## src/hdl/bba_pkg.sv

```systemverilog
package bba_pkg;

   // Default pool size in minimum blocks.
   localparam int POOL_BLOCKS_DEF = 256;

   // Fixed field widths.
   localparam int BYTE_W     = 24;
   localparam int ORDER_W    = 4;
   localparam int FREE_W     = 9;
   localparam int STAT_W     = 2;
   localparam int SHIFT_W    = 5;
   localparam int APB_DATA_W = 32;
   localparam int APB_ADDR_W = 3;

   // Register map: word select bit of paddr.
   localparam logic REG_BLOCK_SHIFT = 1'b0;
   localparam logic [SHIFT_W-1:0] SHIFT_RESET = 5'd4;

   typedef enum logic [STAT_W-1:0] {
      STAT_OK        = 2'd0,
      STAT_OOM       = 2'd1,
      STAT_NOT_ALLOC = 2'd2
   } status_type;

   typedef enum logic [3:0] {
      S_CLEAR,
      S_IDLE,
      S_PREP,
      S_LOOK,
      S_CHECK,
      S_DREAD,
      S_DDATA,
      S_BOOK,
      S_UWRITE,
      S_USIB,
      S_RESP
   } state_type;

   // Commands from the controller to the datapath.
   typedef struct packed {
      logic clear;
      logic capture;
      logic prep;
      logic look;
      logic check;
      logic dread;
      logic ddata;
      logic book;
      logic uwrite;
      logic usib;
   } dp_cmd_type;

   // Status from the datapath to the controller.
   typedef struct packed {
      logic clear_done;
      logic is_free;
      logic fail;
      logic at_target;
      logic desc_done;
      logic at_root;
   } dp_stat_type;

   // Smallest c with 2^c >= v; zero and one give zero.
   function automatic logic [4:0] ceil_log2_24(input logic [BYTE_W-1:0] v);
      logic [BYTE_W-1:0] m;
      logic [4:0]        r;
      m = v - BYTE_W'(1);
      r = 5'd0;
      if (v > BYTE_W'(1)) begin
         for (int i = 0; i < BYTE_W; i++) begin
            if (m[i]) r = 5'(i + 1);
         end
      end
      return r;
   endfunction

endpackage

```

## src/hdl/bba_ctrl.sv

```systemverilog
module bba_ctrl
   import bba_pkg::*;
(
   input  logic        clock,
   input  logic        reset,
   input  logic        req_valid,
   output logic        req_ready,
   output logic        rsp_valid,
   input  logic        rsp_ready,
   input  dp_stat_type stat,
   output dp_cmd_type  cmd
);
   state_type state_ff, state_in;

   // State register.
   always_ff @(posedge clock) begin
      if (reset) state_ff <= S_CLEAR;
      else       state_ff <= state_in;
   end

   // Sequencing: clear, look up, descend the tree, book, walk back to the root.
   always_comb begin
      state_in  = state_ff;
      cmd       = '0;
      req_ready = 1'b0;
      rsp_valid = 1'b0;
      unique case (state_ff)
         S_CLEAR: begin
            cmd.clear = 1'b1;
            if (stat.clear_done) state_in = S_IDLE;
         end
         S_IDLE: begin
            req_ready = 1'b1;
            if (req_valid) begin
               cmd.capture = 1'b1;
               state_in    = S_PREP;
            end
         end
         S_PREP: begin
            cmd.prep = 1'b1;
            state_in = S_LOOK;
         end
         S_LOOK: begin
            cmd.look = 1'b1;
            state_in = S_CHECK;
         end
         S_CHECK: begin
            cmd.check = 1'b1;
            if (stat.fail)                           state_in = S_RESP;
            else if (stat.is_free || stat.at_target) state_in = S_BOOK;
            else                                     state_in = S_DREAD;
         end
         S_DREAD: begin
            cmd.dread = 1'b1;
            state_in  = S_DDATA;
         end
         S_DDATA: begin
            cmd.ddata = 1'b1;
            state_in  = stat.desc_done ? S_BOOK : S_DREAD;
         end
         S_BOOK: begin
            cmd.book = 1'b1;
            state_in = S_UWRITE;
         end
         S_UWRITE: begin
            cmd.uwrite = 1'b1;
            state_in   = stat.at_root ? S_RESP : S_USIB;
         end
         S_USIB: begin
            cmd.usib = 1'b1;
            state_in = S_UWRITE;
         end
         S_RESP: begin
            rsp_valid = 1'b1;
            if (rsp_ready) state_in = S_IDLE;
         end
         default: state_in = S_IDLE;
      endcase
   end
endmodule

```

## config.mk

```make
export PLATFORM = sky130hd
export DESIGN_NAME = bba_ctrl
export DESIGN_NICKNAME = d
export VERILOG_FILES = /design/src/hdl/bba_pkg.sv /design/src/hdl/bba_ctrl.sv
export SDC_FILE = /design/constraint.sdc
export NUM_CORES = 1
export LEC_CHECK = 0
export BUFFER_PORTS_ARGS = -buffer_cell sky130_fd_sc_hd__buf_2
export CORE_MARGIN = 2
export CORE_UTILIZATION = 25
export DETAILED_ROUTE_END_ITERATION = 12
export PLACE_DENSITY = 0.49
export SKIP_LAST_GASP = 1
export SYNTH_ARGS = -nofsm -noshare
export SYNTH_HDL_FRONTEND = slang
export SYNTH_SLANG_ARGS = --single-unit
```

## constraint.sdc

```tcl
create_clock -name clock -period 1.1 [get_ports clock]
set_input_delay 0.22 -clock clock [delete_from_list [all_inputs] [get_ports clock]]
set_output_delay 0.22 -clock clock [all_outputs]
set_load 0.02 [all_outputs]
```

# == After elaboration in Yosys (flattened, before gate mapping) ==
# Cells that the tools add are included.
# op_classes
n_reduce_logical,4
n_mux,21
eq_ne,13
# ops
cell,n
4-bit one-hot mux with 10 select lines,1
4-bit by 3-bit equality test with 1-bit output (second input constant),4
4-bit two-way mux,4
1-bit two-way mux,13
4-bit equality test (second input constant),3
4-bit by 2-bit equality test with 1-bit output (second input constant),2
2-bit two-way mux,3
2-bit inequality test (second input constant),3
4-bit by 1-bit equality test with 1-bit output (second input constant),1
4-bit zero test,1
3-bit AND reduction,1
2-bit OR reduction,1
1-bit logical OR,1
# totals
regBits,4
output_inout_bits,12

# == Logic depth before layout (Yosys ltp) ==
# depth
word_depth,4
depth_mapped,5
mapped_depth_nobuf,4

# == Worst setup path before layout ==
# OpenSTA, ideal clock, no wires.
# synth_path
path_kind,register to output
from,register state_ff[0]
to,output port cmd[8] (netlist name)
arrival_time_ps,1418
slack_ps,-538
path_stages_with_launch,5
path_cell_list,dfxtp_1 > buf_2 > nand2b_1 > nor3_1 > and2_1
# synth_rtl
item,line_no,text
from (decl),bba_ctrl.sv:13,"state_type state_ff, state_in;"
from (signal assigned),bba_ctrl.sv:18,else state_ff <= state_in;
to (decl),bba_ctrl.sv:11,output dp_cmd_type cmd

==> impl_metrics.tcl <==
set metrics [dict create \
    status "finished, violations left" \
    violations "setup timing" \
    synthXorXnorAreaFrac 0 \
    synthDistinctLibCells 25 \
    n_antenna_cell 0 \
    die_area_um2 1894 \
    fin_setup_tns_ns -3.475 \
    top_regs "state_ff: 4 flops" \
    intPower_mw 0.3997 \
    die_y_um 43.52 \
    use_met2 0.3134 \
    portBuffers 21 \
    holdPathStages 3 \
    antenna_found_initial 0 \
    grt_usage 0.1684 \
    worstSkewPairLatency_ns 0.25 \
    leakagePower_nw 0.4132 \
    worstHoldEndpoint "state_ff[0]" \
    stdcell_count 115 \
    syn_to_final_growth_pct 160.3 \
    clkTransAtPathRegs_ns 0.04 \
    grt_pass1_wl_um 2325 \
    gp_congestion 0.8109 \
    largest_reg_flops 4 \
    nets 111 \
    regMostFlops "state_ff" \
    cp_slowest_cell "dfxtp_2" \
    synth_compound_area_frac 0.2244 \
    nFillCells 106 \
    clock_path_buffers 2 \
    vias_per_cell 5.209 \
    yosys_register_bits 4 \
    core_um2 1489 \
    dpl.hpwl_um 1071 \
    rows 14 \
    arrival_ns 1.19 \
    htreeDepth 1 \
    grtUsageMet3 0.03750 \
    synth.area.mux_share 0.02564 \
    drt_iter0_markers 7 \
    max_cap_viol_count 0 \
    drive_gt1_frac 0.7879 \
    post_drt_wl_per_cell_um 14.03 \
    skew_ns 0.005945 \
    seq_power_share 0.275 \
    synth_fa_ha_area_frac 0 \
    syn-cell-area_um2 390.4 \
    swShare 0.3190 \
    setup-violations-final 16 \
    syn-num-nets 65 \
    powerDensity_nw_per_um2 577.7 \
    vias 599 \
    place_area_um2 688.2 \
    worstSetupEndpointType "output port" \
    synth_top_family_by_area "simple AND/OR/NAND/NOR gates" \
    worst_slack_ns -0.3105 \
    yosysSeqAreaShare 0.2051 \
    grt-ovfl-total 0 \
    hold_path_class "in2reg" \
    crit_path_cell_trace "buf_6, buf_6, nor4_4, buf_4" \
    switching_power_mw 0.1872 \
    reg2reg_depth 4 \
    syn_area_per_cell_um2 7.098 \
    hold_viol 0 \
    crit_required_ns 0.88 \
    initial_core_util 0.2622 \
    min_from "reset" \
    critPathLaunchType "flop" \
    synth-simple-area-share 0.4359 \
    path_common_cell "buf_6" \
    postCtsHoldBufs 0 \
    tightest_slew_ns 0.2543 \
    fp.dieW_um 43.52 \
    r2r-end "state_ff[2]" \
    grt_pass1_vias 561 \
    p_comb_frac 0.395 \
    r2r_start "state_ff[1]" \
    cts_tree "built" \
    grt_max_degree 9 \
    rsz0062_at_grt "true" \
    final_area_um2 1016 \
    fin_crit_sh 1.282 \
    yosys_warnings 0 \
    slew_headroom 0.8287 \
    max-vdd-ir-drop_v 0.0006872 \
    cts_root_buf "clkbuf_4" \
    crit_path_max_fanout 3 \
    max_freq_ghz 0.7090 \
    crit_path_max_incr_delay_ns 0.32 \
    netlist_instances 55 \
    pwr-share-clk 0.330 \
    cts_buffers 3 \
    io_pins 22 \
    busiest_layer "met2" \
    cts_sinks 4 \
    reg2reg_slack_ns -0.16 \
    wirelength_um 1614 \
    grtUsageMet1 0.1797 \
    dp_cells 107 \
    crit_type "reg2out" \
    dr.pass1.iters 4 \
    postRouteAntennaNets 0 \
    pre_cts_ws_ns -0.1444 \
    drc_errors 0 \
    slew_violations 0 \
    period_minus_slack_ns 1.410 \
]
[final cells by class]
class                   count  area [um^2]  share of cell area
multi-input cells          44        455.4              0.4483
repair buffers             45        414.1              0.4076
flip-flops and latches      4        92.59             0.09113
clock buffers               3        22.52             0.02217
well taps                  16        20.02             0.01970
inverters                   3        11.26             0.01108
[critical path, delay by kind of cell, from the launching register on]
kind                   cells  cell delay, ns
buffers and inverters      3            0.41
AND/OR/NAND/NOR            1            0.20
flip-flops                 1            0.32
[cells in the mapped netlist (all sizes together)]
master  number  area, um^2
a222oi       1       10.01
o21ai        3       15.01
inv          3       11.26
a211oi       1       12.51
nor2b        2       12.51
mux2i        1       10.01
nor3         7       45.04
buf          4       31.27
nor4         2       18.77
o21a         1       7.510
a31oi        1       6.260
a21oi        3       15.01
dfxtp        4       80.08
o22ai        2       12.51
a311oi       1       8.760
nand2        2       7.510
nand2b       6       37.54
nor2         8       30.03
or3          2       12.51
and2         1       6.260
[power by group through the flow]
stage / sequential (mW) / combinational, mW / clock [mW]
6_report: 0.161 / 0.232 / 0.194
3_3_place_gp: 0.166 / 0.159 / 0
4_1_cts: 0.159 / 0.183 / 0.194
2_1_floorplan: 0.157 / 0.0953 / 0
5_1_grt: 0.163 / 0.246 / 0.204
3_5_place_dp: 0.167 / 0.160 / 0
[layer usage]
| metal | wire [um] | vias to the layer above |
|---|---|---|
| met1 | 608 | 291 |
| met3 | 53 | 4 |
| li1 | - | 286 |
| met5 | 0 | - |
| met2 | 922 | 18 |
| met4 | 29 | 0 |
[kinds of logic (layout without fill, tap and decap cells)]
kind of cell,after synthesis,after routing
DFF,4,4
and+or+nand+nor,30,30
buffers and inverters,7,51
AOI/OAI and AO/OA,13,13
muxes,1,1
[worst max-delay path by stage]
stage                     start     endpoint
global route        state_ff[1]       cmd[9]
detailed placement  state_ff[2]  state_ff[2]
CTS                 state_ff[1]       cmd[6]
global placement    state_ff[0]    rsp_valid
finish              state_ff[2]       cmd[9]
floorplan           state_ff[0]       cmd[8]
[timing repair]
item	4_1_cts	5_1_grt
pin swaps	10	8
endpoints found under the hold margin	0	0
gates cloned	0	0
setup buffers	1	4
endpoints found under the setup margin	16	16
gates resized for setup	36	31
[stage by stage]
stage / hold slack, ns / utilization / power (mW)
2_1_floorplan: 0.2773 / - / 0.2524
3_3_place_gp: 0.5002 / 0.4622 / 0.3252
3_5_place_dp: 0.5069 / 0.4622 / 0.3263
4_1_cts: 0.2539 / 0.5664 / 0.5363
5_1_grt: 0.2783 / 0.6824 / 0.6138
6_report: 0.2667 / 0.6824 / 0.5869
[cell usage in the layout, fill, tap and decap left out, drive strengths merged, types with 2 or more instances in the layout]
master,instances
o21ai,3
a21oi,3
nor2,8
nor3,7
nor4,2
nand2b,6
inv,3
buf,45
nor2b,2
o22ai,2
nand2,2
or3,2
clkbuf,3
dfxtp,4
(Power assumes the default switching activity.)
